**src/hdl/nfpa_pkg.sv**
```systemverilog
`default_nettype none
// ----------------------------------------------------------------------------
// nfpa_pkg
// Types and constants shared by the next-fit page allocator and its channels.
// ----------------------------------------------------------------------------
package nfpa_pkg;

	localparam int PAGE_W     = 10;
	localparam int BOUND_W    = 11;
	localparam int MAX_PAGES  = 1024;
	localparam int WORD_BITS  = 64;
	localparam int WORD_SHIFT = 6;
	localparam int WNUM_W     = BOUND_W - WORD_SHIFT;
	localparam int CFG_IDX_W  = 1;
	localparam int CFG_DATA_W = 11;

	localparam logic [PAGE_W-1:0]  USER_LO_RESET = 10'd1;
	localparam logic [BOUND_W-1:0] USER_HI_RESET = 11'd1024;

	typedef enum logic [1:0] {
		REQ_ALLOC = 2'd0,
		REQ_FREE  = 2'd1,
		REQ_SET   = 2'd2,
		REQ_NONE  = 2'd3
	} req_kind_t;

	typedef enum logic [CFG_IDX_W-1:0] {
		CFG_USER_LO = 1'b0,
		CFG_USER_HI = 1'b1
	} cfg_reg_t;

	typedef enum logic [2:0] {
		ST_IDLE,
		ST_SETUP,
		ST_OP_WR,
		ST_SCAN,
		ST_RESP
	} nfpa_state_t;

	typedef struct packed {
		logic [WORD_BITS-1:0] usable;
		logic [WORD_BITS-1:0] alloc;
	} mark_word_t;

endpackage

`default_nettype wire

```
**src/hdl/nfpa_if.sv**
```systemverilog
`default_nettype none
// ----------------------------------------------------------------------------
// nfpa channel interfaces
// Request, response and register write channels with valid/ready handshake.
// ----------------------------------------------------------------------------
interface nfpa_req_if;
	logic                            valid;
	logic                            ready;
	nfpa_pkg::req_kind_t             req_type;
	logic [nfpa_pkg::PAGE_W-1:0]     page_index;
	logic                            usable;

	modport source (output valid, req_type, page_index, usable, input ready);
	modport sink   (input valid, req_type, page_index, usable, output ready);
endinterface

interface nfpa_rsp_if;
	logic                            valid;
	logic                            ready;
	logic [nfpa_pkg::PAGE_W-1:0]     alloc_index;
	logic                            found;

	modport source (output valid, alloc_index, found, input ready);
	modport sink   (input valid, alloc_index, found, output ready);
endinterface

interface nfpa_cfg_if;
	logic                            valid;
	logic                            ready;
	logic [nfpa_pkg::CFG_IDX_W-1:0]  index;
	logic [nfpa_pkg::CFG_DATA_W-1:0] data;

	modport source (output valid, index, data, input ready);
	modport sink   (input valid, index, data, output ready);
endinterface

`default_nettype wire

```
**src/hdl/next_fit_page_allocator.sv**
```systemverilog
`default_nettype none
// ----------------------------------------------------------------------------
// next_fit_page_allocator
// Next-fit page allocator over usable and allocated marks held in one memory.
// ----------------------------------------------------------------------------
// The marks sit in a single-port-per-direction memory of 64-page words (both
// marks per word); each request runs one item at a time. Free and set requests
// read their word in ST_SETUP and write it back in ST_OP_WR. An allocate scans
// one memory word per cycle from the next-fit pointer to the top of the window,
// then from user_lo back up to the pointer, the word that holds the pointer
// being read on both passes; an allocate over an empty window goes from
// ST_SETUP straight to ST_RESP with no scan. Rows of the memory carry valid
// bits cleared by reset, so no clearing pass follows reset. A new request is
// taken while the last response waits in the output register.
// ----------------------------------------------------------------------------
module next_fit_page_allocator #(
	parameter int PAGE_COUNT = 1024
) (
	input  wire          clk,
	input  wire          arst_n,
	nfpa_req_if.sink     req,
	nfpa_rsp_if.source   rsp,
	nfpa_cfg_if.sink     cfg
);

	localparam int PAGES = (PAGE_COUNT < nfpa_pkg::MAX_PAGES) ? PAGE_COUNT
	                                                          : nfpa_pkg::MAX_PAGES;
	localparam int DEPTH = (PAGES + nfpa_pkg::WORD_BITS - 1) / nfpa_pkg::WORD_BITS;
	localparam int WAW   = (DEPTH > 1) ? $clog2(DEPTH) : 1;
	localparam logic [nfpa_pkg::BOUND_W-1:0] PAGES_B = PAGES[nfpa_pkg::BOUND_W-1:0];

	typedef logic [nfpa_pkg::BOUND_W-1:0]   bound_t;
	typedef logic [nfpa_pkg::WNUM_W-1:0]    wnum_t;
	typedef logic [nfpa_pkg::WORD_BITS-1:0] wbits_t;
	typedef logic [nfpa_pkg::WORD_SHIFT-1:0] wbit_t;

	function automatic wbit_t first_set(input wbits_t v);
		wbit_t r;
		r = '0;
		for (int i = nfpa_pkg::WORD_BITS - 1; i >= 0; i--) begin
			if (v[i]) begin
				r = wbit_t'(i);
			end
		end
		return r;
	endfunction

	function automatic wnum_t word_of(input bound_t b);
		return b[nfpa_pkg::BOUND_W-1:nfpa_pkg::WORD_SHIFT];
	endfunction

	// marks memory
	nfpa_pkg::mark_word_t mem [DEPTH];
	logic [DEPTH-1:0]     row_vld_q;

	nfpa_pkg::nfpa_state_t state_q, state_d;

	logic [nfpa_pkg::PAGE_W-1:0] user_lo_q;
	bound_t                      user_hi_q;
	logic [nfpa_pkg::PAGE_W-1:0] ptr_q;

	nfpa_pkg::req_kind_t         req_q;
	logic [nfpa_pkg::PAGE_W-1:0] page_q;
	logic                        usable_q;

	bound_t start_q, hi_q;
	wnum_t  cur_q;
	logic   pass_q, stop_q;

	logic                 v_s1, pass_s1, last_s1, rd_vld_s1;
	wnum_t                w_s1;
	nfpa_pkg::mark_word_t rd_data_s1;

	logic [nfpa_pkg::PAGE_W-1:0] res_idx_q;
	logic                        res_found_q;
	logic                        out_valid_q;
	logic [nfpa_pkg::PAGE_W-1:0] out_idx_q;
	logic                        out_found_q;

	// combinational control
	logic                        rd_en, wr_en, issue, issue_last, scan_init;
	logic [WAW-1:0]              rd_addr, wr_addr;
	nfpa_pkg::mark_word_t        wr_data;
	logic                        res_ld, res_found_d, ptr_ld, out_ld;
	logic [nfpa_pkg::PAGE_W-1:0] res_idx_d, ptr_d;

	bound_t lo_b, ptr_b, page_b, hi_eff, start_ptr;
	logic   win_empty;
	wnum_t  hw, lw, pw, pgw;

	nfpa_pkg::mark_word_t eval_word, mod_word;
	bound_t               lb, ub;
	wnum_t                lbw, ubw;
	wbits_t               ge_mask, lt_mask, cand;
	logic                 hit;
	wbit_t                hit_bit;
	bound_t               hit_page;

	assign req.ready = (state_q == nfpa_pkg::ST_IDLE);
	assign cfg.ready = 1'b1;

	assign rsp.valid       = out_valid_q;
	assign rsp.alloc_index = out_idx_q;
	assign rsp.found       = out_found_q;

	assign lo_b      = {1'b0, user_lo_q};
	assign ptr_b     = {1'b0, ptr_q};
	assign page_b    = {1'b0, page_q};
	assign hi_eff    = (user_hi_q > PAGES_B) ? PAGES_B : user_hi_q;
	assign win_empty = (lo_b >= hi_eff);
	assign start_ptr = (ptr_b < lo_b || ptr_b >= hi_eff) ? lo_b : ptr_b;

	assign hw  = word_of(hi_q - bound_t'(1));
	assign lw  = word_of(lo_b);
	assign pw  = word_of(start_q);
	assign pgw = word_of(page_b);

	// scan word evaluation
	assign eval_word = rd_vld_s1 ? rd_data_s1 : '0;
	assign lb        = pass_s1 ? lo_b : start_q;
	assign ub        = pass_s1 ? start_q : hi_q;
	assign lbw       = word_of(lb);
	assign ubw       = word_of(ub);

	always_comb begin
		if (w_s1 > lbw) begin
			ge_mask = '1;
		end else if (w_s1 == lbw) begin
			ge_mask = '1 << lb[nfpa_pkg::WORD_SHIFT-1:0];
		end else begin
			ge_mask = '0;
		end
		if (w_s1 < ubw) begin
			lt_mask = '1;
		end else if (w_s1 == ubw) begin
			lt_mask = ~('1 << ub[nfpa_pkg::WORD_SHIFT-1:0]);
		end else begin
			lt_mask = '0;
		end
	end

	assign cand     = eval_word.usable & ~eval_word.alloc & ge_mask & lt_mask;
	assign hit      = v_s1 && (|cand);
	assign hit_bit  = first_set(cand);
	assign hit_page = {w_s1, hit_bit};

	// free and set update of the read word
	always_comb begin
		mod_word = eval_word;
		case (req_q)
			nfpa_pkg::REQ_FREE: begin
				mod_word.alloc[page_q[nfpa_pkg::WORD_SHIFT-1:0]] = 1'b0;
			end
			nfpa_pkg::REQ_SET: begin
				mod_word.usable[page_q[nfpa_pkg::WORD_SHIFT-1:0]] = usable_q;
			end
			default: begin
			end
		endcase
	end

	always_comb begin
		state_d     = state_q;
		rd_en       = 1'b0;
		rd_addr     = cur_q[WAW-1:0];
		wr_en       = 1'b0;
		wr_addr     = w_s1[WAW-1:0];
		wr_data     = eval_word;
		issue       = 1'b0;
		issue_last  = 1'b0;
		scan_init   = 1'b0;
		res_ld      = 1'b0;
		res_idx_d   = '0;
		res_found_d = 1'b0;
		ptr_ld      = 1'b0;
		ptr_d       = user_lo_q;
		out_ld      = 1'b0;
		case (state_q)
			nfpa_pkg::ST_IDLE: begin
				if (req.valid) begin
					state_d = nfpa_pkg::ST_SETUP;
				end
			end
			nfpa_pkg::ST_SETUP: begin
				if (req_q == nfpa_pkg::REQ_ALLOC) begin
					if (win_empty) begin
						ptr_ld  = 1'b1;
						res_ld  = 1'b1;
						state_d = nfpa_pkg::ST_RESP;
					end else begin
						scan_init = 1'b1;
						state_d   = nfpa_pkg::ST_SCAN;
					end
				end else if ((req_q == nfpa_pkg::REQ_FREE || req_q == nfpa_pkg::REQ_SET)
				             && page_b < PAGES_B) begin
					rd_en   = 1'b1;
					rd_addr = pgw[WAW-1:0];
					state_d = nfpa_pkg::ST_OP_WR;
				end else begin
					res_ld  = 1'b1;
					state_d = nfpa_pkg::ST_RESP;
				end
			end
			nfpa_pkg::ST_OP_WR: begin
				wr_en   = 1'b1;
				wr_addr = pgw[WAW-1:0];
				wr_data = mod_word;
				res_ld  = 1'b1;
				state_d = nfpa_pkg::ST_RESP;
			end
			nfpa_pkg::ST_SCAN: begin
				if (hit) begin
					wr_en                 = 1'b1;
					wr_data               = eval_word;
					wr_data.alloc[hit_bit] = 1'b1;
					ptr_ld                = 1'b1;
					ptr_d                 = hit_page[nfpa_pkg::PAGE_W-1:0];
					res_ld                = 1'b1;
					res_idx_d             = hit_page[nfpa_pkg::PAGE_W-1:0];
					res_found_d           = 1'b1;
					state_d               = nfpa_pkg::ST_RESP;
				end else if (v_s1 && last_s1) begin
					ptr_ld  = 1'b1;
					res_ld  = 1'b1;
					state_d = nfpa_pkg::ST_RESP;
				end else if (!stop_q) begin
					rd_en      = 1'b1;
					issue      = 1'b1;
					issue_last = pass_q ? (cur_q == pw) : (cur_q == hw && start_q == lo_b);
				end
			end
			nfpa_pkg::ST_RESP: begin
				if (!out_valid_q || rsp.ready) begin
					out_ld  = 1'b1;
					state_d = nfpa_pkg::ST_IDLE;
				end
			end
			default: begin
				state_d = nfpa_pkg::ST_IDLE;
			end
		endcase
	end

	always_ff @(posedge clk or negedge arst_n) begin
		if (!arst_n) begin
			state_q <= nfpa_pkg::ST_IDLE;
		end else begin
			state_q <= state_d;
		end
	end

	// config registers, pointer, row valid bits and handshake state
	always_ff @(posedge clk or negedge arst_n) begin
		if (!arst_n) begin
			user_lo_q   <= nfpa_pkg::USER_LO_RESET;
			user_hi_q   <= nfpa_pkg::USER_HI_RESET;
			ptr_q       <= nfpa_pkg::USER_LO_RESET;
			row_vld_q   <= '0;
			v_s1        <= 1'b0;
			out_valid_q <= 1'b0;
		end else begin
			if (cfg.valid) begin
				case (cfg.index)
					nfpa_pkg::CFG_USER_LO: user_lo_q <= cfg.data[nfpa_pkg::PAGE_W-1:0];
					nfpa_pkg::CFG_USER_HI: user_hi_q <= cfg.data;
					default: begin
					end
				endcase
			end
			if (ptr_ld) begin
				ptr_q <= ptr_d;
			end
			if (wr_en) begin
				row_vld_q[wr_addr] <= 1'b1;
			end
			v_s1 <= issue;
			if (out_ld) begin
				out_valid_q <= 1'b1;
			end else if (rsp.ready) begin
				out_valid_q <= 1'b0;
			end
		end
	end

	always_ff @(posedge clk) begin
		if (wr_en) begin
			mem[wr_addr] <= wr_data;
		end
		if (rd_en) begin
			rd_data_s1 <= mem[rd_addr];
			rd_vld_s1  <= row_vld_q[rd_addr];
		end
	end

	// request, scan and result registers
	always_ff @(posedge clk) begin
		if (req.valid && state_q == nfpa_pkg::ST_IDLE) begin
			req_q    <= req.req_type;
			page_q   <= req.page_index;
			usable_q <= req.usable;
		end
		if (state_q == nfpa_pkg::ST_SETUP) begin
			start_q <= start_ptr;
			hi_q    <= hi_eff;
		end
		if (scan_init) begin
			cur_q  <= word_of(start_ptr);
			pass_q <= 1'b0;
			stop_q <= 1'b0;
		end else if (issue) begin
			if (issue_last) begin
				stop_q <= 1'b1;
			end else if (!pass_q && cur_q == hw) begin
				pass_q <= 1'b1;
				cur_q  <= lw;
			end else begin
				cur_q <= cur_q + wnum_t'(1);
			end
		end
		if (issue) begin
			w_s1    <= cur_q;
			pass_s1 <= pass_q;
			last_s1 <= issue_last;
		end
		if (res_ld) begin
			res_idx_q   <= res_idx_d;
			res_found_q <= res_found_d;
		end
		if (out_ld) begin
			out_idx_q   <= res_idx_q;
			out_found_q <= res_found_q;
		end
	end

endmodule

`default_nettype wire

```
**src/flat_wrapper.sv**
```systemverilog
// flat-port wrapper written by rule: the top's interface ports become plain ports
module next_fit_page_allocator_flat 
#(
	parameter int PAGE_COUNT = 1024
)
  (clk, arst_n, req_valid, req_req_type, req_page_index, req_usable, req_ready, rsp_valid, rsp_alloc_index, rsp_found, rsp_ready, cfg_valid, cfg_index, cfg_data, cfg_ready);
  nfpa_req_if req_i ();
  nfpa_rsp_if rsp_i ();
  nfpa_cfg_if cfg_i ();
  input  wire clk;
  input  wire arst_n;
  input wire logic [$bits(req_i.valid)-1:0] req_valid;
  input wire logic [$bits(req_i.req_type)-1:0] req_req_type;
  input wire logic [$bits(req_i.page_index)-1:0] req_page_index;
  input wire logic [$bits(req_i.usable)-1:0] req_usable;
  output wire logic [$bits(req_i.ready)-1:0] req_ready;
  output wire logic [$bits(rsp_i.valid)-1:0] rsp_valid;
  output wire logic [$bits(rsp_i.alloc_index)-1:0] rsp_alloc_index;
  output wire logic [$bits(rsp_i.found)-1:0] rsp_found;
  input wire logic [$bits(rsp_i.ready)-1:0] rsp_ready;
  input wire logic [$bits(cfg_i.valid)-1:0] cfg_valid;
  input wire logic [$bits(cfg_i.index)-1:0] cfg_index;
  input wire logic [$bits(cfg_i.data)-1:0] cfg_data;
  output wire logic [$bits(cfg_i.ready)-1:0] cfg_ready;
  assign req_i.valid = req_valid;
  assign req_i.req_type = req_req_type;
  assign req_i.page_index = req_page_index;
  assign req_i.usable = req_usable;
  assign req_ready = req_i.ready;
  assign rsp_valid = rsp_i.valid;
  assign rsp_alloc_index = rsp_i.alloc_index;
  assign rsp_found = rsp_i.found;
  assign rsp_i.ready = rsp_ready;
  assign cfg_i.valid = cfg_valid;
  assign cfg_i.index = cfg_index;
  assign cfg_i.data = cfg_data;
  assign cfg_ready = cfg_i.ready;
  next_fit_page_allocator #(.PAGE_COUNT(PAGE_COUNT)) u_core (.clk(clk), .arst_n(arst_n), .req(req_i), .rsp(rsp_i), .cfg(cfg_i));
endmodule
```
**config.mk**
```make
export PLATFORM = sky130hd
export DESIGN_NAME = next_fit_page_allocator_flat
export DESIGN_NICKNAME = d
export VERILOG_FILES = /design/src/hdl/nfpa_pkg.sv /design/src/hdl/nfpa_if.sv /design/src/hdl/next_fit_page_allocator.sv /design/src/flat_wrapper.sv
export SDC_FILE = /design/constraint.sdc
export NUM_CORES = 2
export LEC_CHECK = 0
export BUFFER_PORTS_ARGS = -buffer_cell sky130_fd_sc_hd__buf_2
export CAP_MARGIN = 20
export CORE_MARGIN = 1.5
export CORE_UTILIZATION = 25
export CTS_CLUSTER_DIAMETER = 50
export DETAILED_ROUTE_END_ITERATION = 8
export PLACE_DENSITY = 0.47
export SYNTH_ARGS = -nofsm -noshare
export SYNTH_HDL_FRONTEND = slang
export SYNTH_SLANG_ARGS = --single-unit
```
**constraint.sdc**
```tcl
create_clock -name clk -period 21.4 [get_ports clk]
set_clock_uncertainty 0.15 [all_clocks]
set_input_delay 4.28 -clock clk [delete_from_list [all_inputs] [get_ports clk]]
set_output_delay 4.28 -clock clk [all_outputs]
set_load 0.02 [all_outputs]
```
# --- After elaboration in Yosys (flattened, before gate mapping) ---
# Memories as Yosys holds them, arrays and structs flattened. A register that Yosys moved wholly into a read port is not among the register bits.
# Cells that the tools add are included.
totals:
  regBits: 124
  ram_bits: 2048
  input_bits: 30
  out_inout_bits: 14
  wordCells: 229
  mem_count: 1
classes:
  add_sub_neg: 2
  n_lt_le_gt_ge: 14
  n_eq_ne: 15
  shifts: 2
  muxes: 135
  n_bitwise: 11
  n_reduce_logical: 26
memory_table:
  columns: ["name", "words", "word_bits", "rd", "rd_clocked_by_memory_dff", "wr", "line_no", "source"]
  rows:
  - ["u_core.mem", 16, 128, 1, 1, 1, "next_fit_page_allocator.sv:53", "nfpa_pkg::mark_word_t mem [DEPTH];"]
ops:
  columns: ["cell", "count"]
  rows:
  - ["2-to-1 mux 64 bit", 7]
  - ["2-to-1 mux 6 bit", 64]
  - ["AND 64 bit", 4]
  - ["case mux 128 bit (2 select lines)", 1]
  - ["inverter 64 bit", 3]
  - ["2-to-1 mux 128 bit", 1]
  - ["<< shifter 64 x 6 -> 64 bit (first input constant)", 2]
  - ["bitwise mux 64 bit", 1]
  - ["bitwise OR 64 bit", 1]
  - ["OR reduction 64 bit", 1]
  - ["2-to-1 mux 11 bit", 3]
  - ["2-to-1 mux 1 bit", 31]
  - ["2-to-1 mux 10 bit", 3]
  - ["greater-or-equal comparator 10 x 11 -> 1 bit", 2]
  - ["2-to-1 mux 3 bit", 7]
  - ["== test 5 bit", 4]
  - ["2-to-1 mux 5 bit", 4]
  - ["2-to-1 mux 4 bit", 4]
  - ["bitwise OR 16 bit", 1]
  - ["case mux 3 bit (5 select lines)", 1]
  - ["less-than comparator 6 x 7 -> 1 bit (second input constant)", 2]
  - ["demux 1 bit (select 6 bit)", 2]
  - ["greater-or-equal comparator 6 x 1 -> 1 bit (second input constant)", 2]
  - ["== test 11 x 10 -> 1 bit", 1]
  - ["other kinds (30)", 53]

# --- Logic depth before layout (Yosys ltp) ---
depth:
  ltp_word: 77
  depth_mapped: 24
  ltp_nobuf: 14

# --- Worst setup path after synthesis ---
# OpenSTA, ideal clock, no wires.
synth_timing:
  kind: "flip-flop to flip-flop"
  start: "register u_core.pass_s1"
  end: "memory u_core.mem[0][0] in the netlist's numbering (enable)"
  setup_time_ns: 0.617
  arrival_time_ns: 9.864
  required_ns: 20.633
  path_slack_ns: 10.768
  path_stages_with_launch: 23
  path_buffers: 10
  period_less_slack_ns: 10.632
  cell_sequence: "edfxtp_1 -> buf_6 -> buf_6 -> buf_6 -> buf_6 -> buf_2 -> buf_2 -> mux2i_1 -> ha_1 -> a211oi_1 -> o221a_2 -> buf_2 -> buf_2 -> buf_2 -> a21oi_1 -> nor4_1 -> and4bb_2 -> nand4b_1 -> nand4bb_4 -> o21ai_1 -> buf_4 -> o31a_2 -> nor2_1"
synth_via:
  elab_chain_len: 12
  elab_cells_between_ends: 21
  cone_classes: "order compare: 2; eq/ne: 2; shift: 2; mux: 10; bitwise: 3; reduce/logical: 2"
synth_lines:
  columns: ["item", "line_no", "source"]
  rows:
  - ["start, declared", "next_fit_page_allocator.sv:70", "logic v_s1, pass_s1, last_s1, rd_vld_s1;"]
  - ["start signal, assigned", "next_fit_page_allocator.sv:322", "pass_s1 <= pass_q;"]
  - ["2-to-1 mux 11 bit (on tied branches)", "next_fit_page_allocator.sv:120, next_fit_page_allocator.sv:121", null]
  - ["<< shifter 64 x 6 -> 64 bit (tied with other cells)", "next_fit_page_allocator.sv:129", "ge_mask = '1 << lb[nfpa_pkg::WORD_SHIFT-1:0];"]
  - ["2-to-1 mux 64 bit / inverter 64 bit (equally long branches)", "next_fit_page_allocator.sv:128, next_fit_page_allocator.sv:136", null]
  - ["2-to-1 mux 64 bit (on tied branches)", "next_fit_page_allocator.sv:126, next_fit_page_allocator.sv:135", null]
  - ["AND 64 bit / 2-to-1 mux 64 bit (equally long branches)", "next_fit_page_allocator.sv:142, next_fit_page_allocator.sv:133", null]
  - ["AND 64 bit (*)", "next_fit_page_allocator.sv:142", "assign cand = eval_word.usable & ~eval_word.alloc & ge_mask & lt_mask;"]
  - ["OR reduction 64 bit (*)", "next_fit_page_allocator.sv:143", "assign hit = v_s1 && (|cand);"]
  - ["logical AND 1 bit (*)", "next_fit_page_allocator.sv:143", null]
  - ["2-to-1 mux 1 bit (*)", "next_fit_page_allocator.sv:212", "if (hit) begin"]
  - ["case mux 1 bit (2 select lines) (*)", "next_fit_page_allocator.sv:178", "case (state_q)"]
  - ["2-to-1 mux 1 bit (*)", "next_fit_page_allocator.sv:286", "if (wr_en) begin"]
  - ["2-to-1 mux 1 bit (not written as such) (*)", "next_fit_page_allocator.sv:287", "mem[wr_addr] <= wr_data;"]
  - ["end, declared", "next_fit_page_allocator.sv:53", null]
# Mark *: on every way between the ends. The rest lies on a longest branch, timed or not.

# --- Worst setup path in the final report ---
layout_timing:
  start: "register u_core.pass_s1"
  end: "memory u_core.mem[7][71] in the netlist's numbering (enable)"
# The elaborated chain is that of the path after synthesis.

==> results.md <==
Finish:
- The number of filler instances in the final layout is 38.5k.
- For this run, the post-layout net count is 7708.
- The leading cell type in the layout, fill and taps excluded is sky130_fd_sc_hd__nand2_1.
- In the final layout, flip-flops and latches occupy 68800 um^2.
- The top cell types in the final layout, fill and taps aside, are sky130_fd_sc_hd__nand2_1 (2287), sky130_fd_sc_hd__edfxtp_1 (2245), sky130_fd_sc_hd__nand3_1 (628).
- Summing all multi-input logic gate instances after layout gives 25800 um^2.
- The fraction of layout cells with a size suffix above 1 is 10.7%.
- The layout-stage area growth over the synthesis result is 16.6%.
- The final non-filler cell total is ~13k.

Pwr:
- The analysis attributes to net switching a power of between 0.005 and 0.006 W.
- The portion of total power attributed to the clock network is ~33%.
- For this design the static power due to leakage is 38.0 nW.
- The fraction of power spent switching nets is a little over a third.
- Registers are responsible for 39.2% of the overall power.
- In this run the power density over the cells is about 130 nW/um^2.
- The internal portion of the total power is 0.00975 W.
- The share of total power in combinational logic is 27.6%.
- Across the VDD grid, the largest voltage drop is 118 uV.

Synthesis:
- Of the total synthesized cell area, the portion taken by full adders, half adders and majority gates is 0.545%.
- The number of flops mapped to enable cells by yosys is 2245.
- The area of the mapped netlist is 96500 um^2.
- The Yosys step of the flow raised 0 warnings.
- The cell count after synthesis came out at 7674.
- Summing the areas of all and, or, nand and nor instances in the mapped netlist gives 15.9% of the synthesized area.
- The flip-flop and latch count after synthesis is ~2.3k.
- The part of the Yosys area used for sequential elements is 71.3%.
- The combinational family with the most area after synthesis is simple AND/OR/NAND/NOR gates.
- The portion of netlist area occupied by mux cells is 0.449%.
- The compound-cell area share of the yosys netlist is 9.32%.
- The net count of the mapped netlist is ~7.7k.
- The post-synthesis share of cell area spent on xor and xnor gates is 0.200%.
- Averaged over all synthesized cells, the footprint is roughly 13 um^2.
- In the synthesized netlist the dominant register cell turns out to be sky130_fd_sc_hd__edfxtp_1.
- After synthesis, the share of flip-flops with an asynchronous set or reset is under 10%.
- The synthesized netlist contains 110 unique library cells.

Placed design:
- The congestion estimate from routability-driven global placement came to 1.04.
- Port buffering added 42 buffers.
- The detailed placement HPWL is 189000 um.
- The count of placed standard cells including taps is 12.4k.

Worst hold path:
- The worst hold path terminates at u_core.rsp.alloc_index[5].
- In this run the worst hold path is classified as register to register.
- In this run the most critical hold path is launched from u_core.res_idx_q[5].
- Counting instances, the worst hold path has a depth of 0.

Global route:
- The global router's overall resource usage is 16.4%.
- The first global-routing pass estimated around 470000 um of wire.
- The via count of the first global-routing pass is 62.6k.
- Entering global routing, the biggest net connects approximately 180 pins.
- The number of antenna violations at the first check in global routing is 20.
- The sum of overflow across all layers after global routing is 0.

Route:
- The vias after detailed routing is 65.1k.
- The first routing iteration left around 6.7k violations.
- In the final routed layout, each cell accounts on average for between 20 and 30 um.
- The number of iterations in the first detailed-routing pass is 6.
- The total wire length after detailed routing is between 300000 and 400000 um.
- The post-detailed-route DRC marker count is 0.
- Once detail routing completed, the nets flagged for antenna violations numbered 0.
- In the routed layout, each cell is associated on average with a via count of 5.04.

Worst setup path:
- The cell with the biggest individual delay on the critical path is sky130_fd_sc_hd__a2111oi_0.
- The launching instance or port of the critical path is u_core.pass_s1.
- The depth of the worst register-to-register path is 17.
- The longest individual stage delay on the worst path is 0.89 ns.
- Counting stages on the worst path, the most repeated cell is sky130_fd_sc_hd__buf_4.
- The worst setup path is of the register to register kind.
- The worst setup path is captured at a register.
- STA classifies the critical path startpoint as a register.
- Traced cell by cell, the critical path runs through buf_4, mux2i_1, ha_1, a211oi_1, o221a_2, buf_4, nor2_1, a2111oi_0, or4_4, and4b_1, nand4bb_4, o21ai_2, o32a_1, nor2_4, buf_4, buf_4, buf_4.
- The startpoint of the lowest-slack register-to-register path is u_core.pass_s1.
- For the worst setup path, the data required time is 21.74 ns.
- The endpoint identified for the worst register-to-register timing path is u_core.mem[7][71].
- For the worst setup path, the data arrival time is between 9 and 10 ns.
- Setup slack on the worst reg-to-reg path comes out at 12.60 ns.
- The maximum net fanout on the critical path is 91.

Die:
- The overall die width is 624 um.
- The initial utilization of the core area, before any placement, comes to about a quarter.
- The die span in y is between 600 and 700 um.
- The core area is 383000 um^2.
- The standard-cell row count is 227.
- Pin placement for this block handled 44 I/O pins.
- The floorplan step defined a die boundary enclosing 390000 um^2.

Status:
- The flow ran to the end, and the final reports show no timing, DRC or antenna violations.

STA:
- The clock period minus final worst setup slack is between 8 and 9 ns.
- Setup repair after global routing left no endpoint under its margin.
- The count of endpoints failing hold in the final timing report is 0.
- The final critical path takes up 41.1% of the cycle.
- At the pin with the least slew margin, the transition time is 1.39 ns.
- The number of max-slew violations in the final report is 0.
- In the final timing run, aggregate negative setup slack is 0 ns.
- The count of final setup violators is 0.
- For this run, the top clock speed supported by timing is roughly 0.11 GHz.
- Headroom to the max-slew limit came out at 7.37%.

Clocking:
- Hold repair after CTS inserted 0 buffers.
- After clock tree synthesis, the clock-pin slew on the worst setup and hold paths is approximately 0.05 ns.
- The post-CTS setup-driven buffer insertion count is 0.
- The number of H-tree levels is 5.
- The tree is rooted in a sky130_fd_sc_hd__clkbuf_16.
- The number of clock buffers added by TritonCTS is 293.
- Clock latency on the worst-skew pair, taken at its later pin, is 0.89 ns.
- TritonCTS built the clock tree.
- The buffer levels on the longest clock path is 4.
- The post-cts gate resize count is 0.
- The number of clock sinks is 2299.

Job:
- Across the run, the number of max-cap violations was 0.
==> how the worst max path moves through the flow <==
stage | end | slack [ns] | depth (start not counted)
after global placement | u_core.mem[7][110] | 12.39 | 17
after floorplan | u_core.mem[0][0] | 10.77 | 22
after CTS | u_core.mem[7][71] | 12.57 | 17
after detailed placement | u_core.mem[7][110] | 12.59 | 17
final | u_core.mem[7][71] | 12.60 | 17
after global routing | u_core.mem[7][109] | 12.33 | 16
==> final cells by class <==
type                    count  area share [%]
multi-input cells        4797            22.9
inverters                  39           0.130
clock inverters           190            2.07
clock buffers             331            6.71
well taps                5038            5.60
diodes                      8          0.0178
flip-flops and latches   2299            61.1
repair buffers            206            1.45
==> power by group through the flow <==
stage / registers (W) / clock network (W) / logic, W
2_1_floorplan: 0.00585 / 0 / 0.00252
3_3_place_gp: 0.00601 / 0 / 0.00413
3_5_place_dp: 0.00601 / 0 / 0.00414
4_1_cts: 0.00592 / 0.00511 / 0.00416
5_1_grt: 0.00594 / 0.00528 / 0.00447
6_report: 0.00593 / 0.00502 / 0.00417
==> flip-flops by register name, summed over array words and instances (netlist names), 2 cells and up <==
name,cells
u_core.rd_data_s1,128
u_core.user_hi_q,11
u_core.row_vld_q,16
u_core.cur_q,5
u_core.start_q,10
u_core.res_idx_q,10
u_core.mem,2048
u_core.state_q,3
u_core.page_q,10
u_core.w_s1,5
u_core.req_q,2
u_core.ptr_q,10
u_core.hi_q,11
u_core.rsp.alloc_index,10
u_core.user_lo_q,10
==> cell families (layout without fill, tap and decap cells) <==
group           count (synthesis)  after routing
simple gates                 3492           3492
flops                        2299           2299
compound gates               1200           1200
buf+inv                       578            766
fa+ha+maj                      42             42
mux                            40             40
xor+xnor                       22             22
other cells                     1              9
==> worst max-delay path: cells and delay by family, from the launching register on <==
family / cells / cell delay [ns]
AO/OA/AOI/OAI: 5 / 2.19
adder cells (fa/ha/maj): 1 / 0.31
buffers and inverters: 5 / 3.23
flip-flops: 1 / 0.33
multiplexers: 1 / 0.34
AND/OR/NAND/NOR: 5 / 1.73
==> per-stage QoR <==
step	worst slack, ns	hold slack (ns)	instance area [um^2]	total power, W	utilization [%]
finish	12.60	0.270	113000	0.0151	29.4
global route	12.33	0.285	113000	0.0157	29.4
CTS	12.57	0.272	112000	0.0152	29.4
detailed placement	12.59	0.255	103000	0.0101	26.8
global placement	12.39	0.257	103000	0.0101	26.8
floorplan	10.77	0.250	96500	0.00837	-
==> metal layers <==
metal | GRT usage [%] | up-vias | wire [um]
met5 | 0 | - | 93
met4 | 6.02 | 10 | 12800
met3 | 2.27 | 541 | 20100
met2 | 25.7 | 2417 | 150000
met1 | 23.1 | 33372 | 148000
li1 | - | 28723 | -
==> cell usage after synthesis, drive strengths merged (8+ instances only) <==
master / count / area share [%]
nor2b: 15 / 0.097
a31oi: 144 / 0.94
o31ai: 9 / 0.075
a32o: 48 / 0.50
a21o: 20 / 0.16
inv: 39 / 0.15
o221ai: 13 / 0.12
clkbuf: 463 / 1.8
o21ai: 88 / 0.47
o211ai: 21 / 0.17
and2: 10 / 0.065
a2111oi: 11 / 0.11
or2: 25 / 0.16
nand2: 2289 / 8.9
nand2b: 20 / 0.13
dfrtp: 49 / 1.3
nand3b: 8 / 0.10
a31o: 66 / 0.60
nor2: 109 / 0.43
a211oi: 48 / 0.41
xnor2: 15 / 0.14
or3: 10 / 0.065
ha: 42 / 0.54
mux2: 23 / 0.27
mux2i: 17 / 0.18
a311oi: 373 / 3.4
and3: 260 / 1.7
nor3: 46 / 0.28
a211o: 20 / 0.18
o21a: 10 / 0.078
a21oi: 233 / 1.2
edfxtp: 2245 / 70
nor4: 18 / 0.16
o22ai: 11 / 0.071
nor3b: 15 / 0.17
nand3: 629 / 3.3
nand4: 11 / 0.071
buf: 76 / 0.41
(Power assumes the default switching activity.)
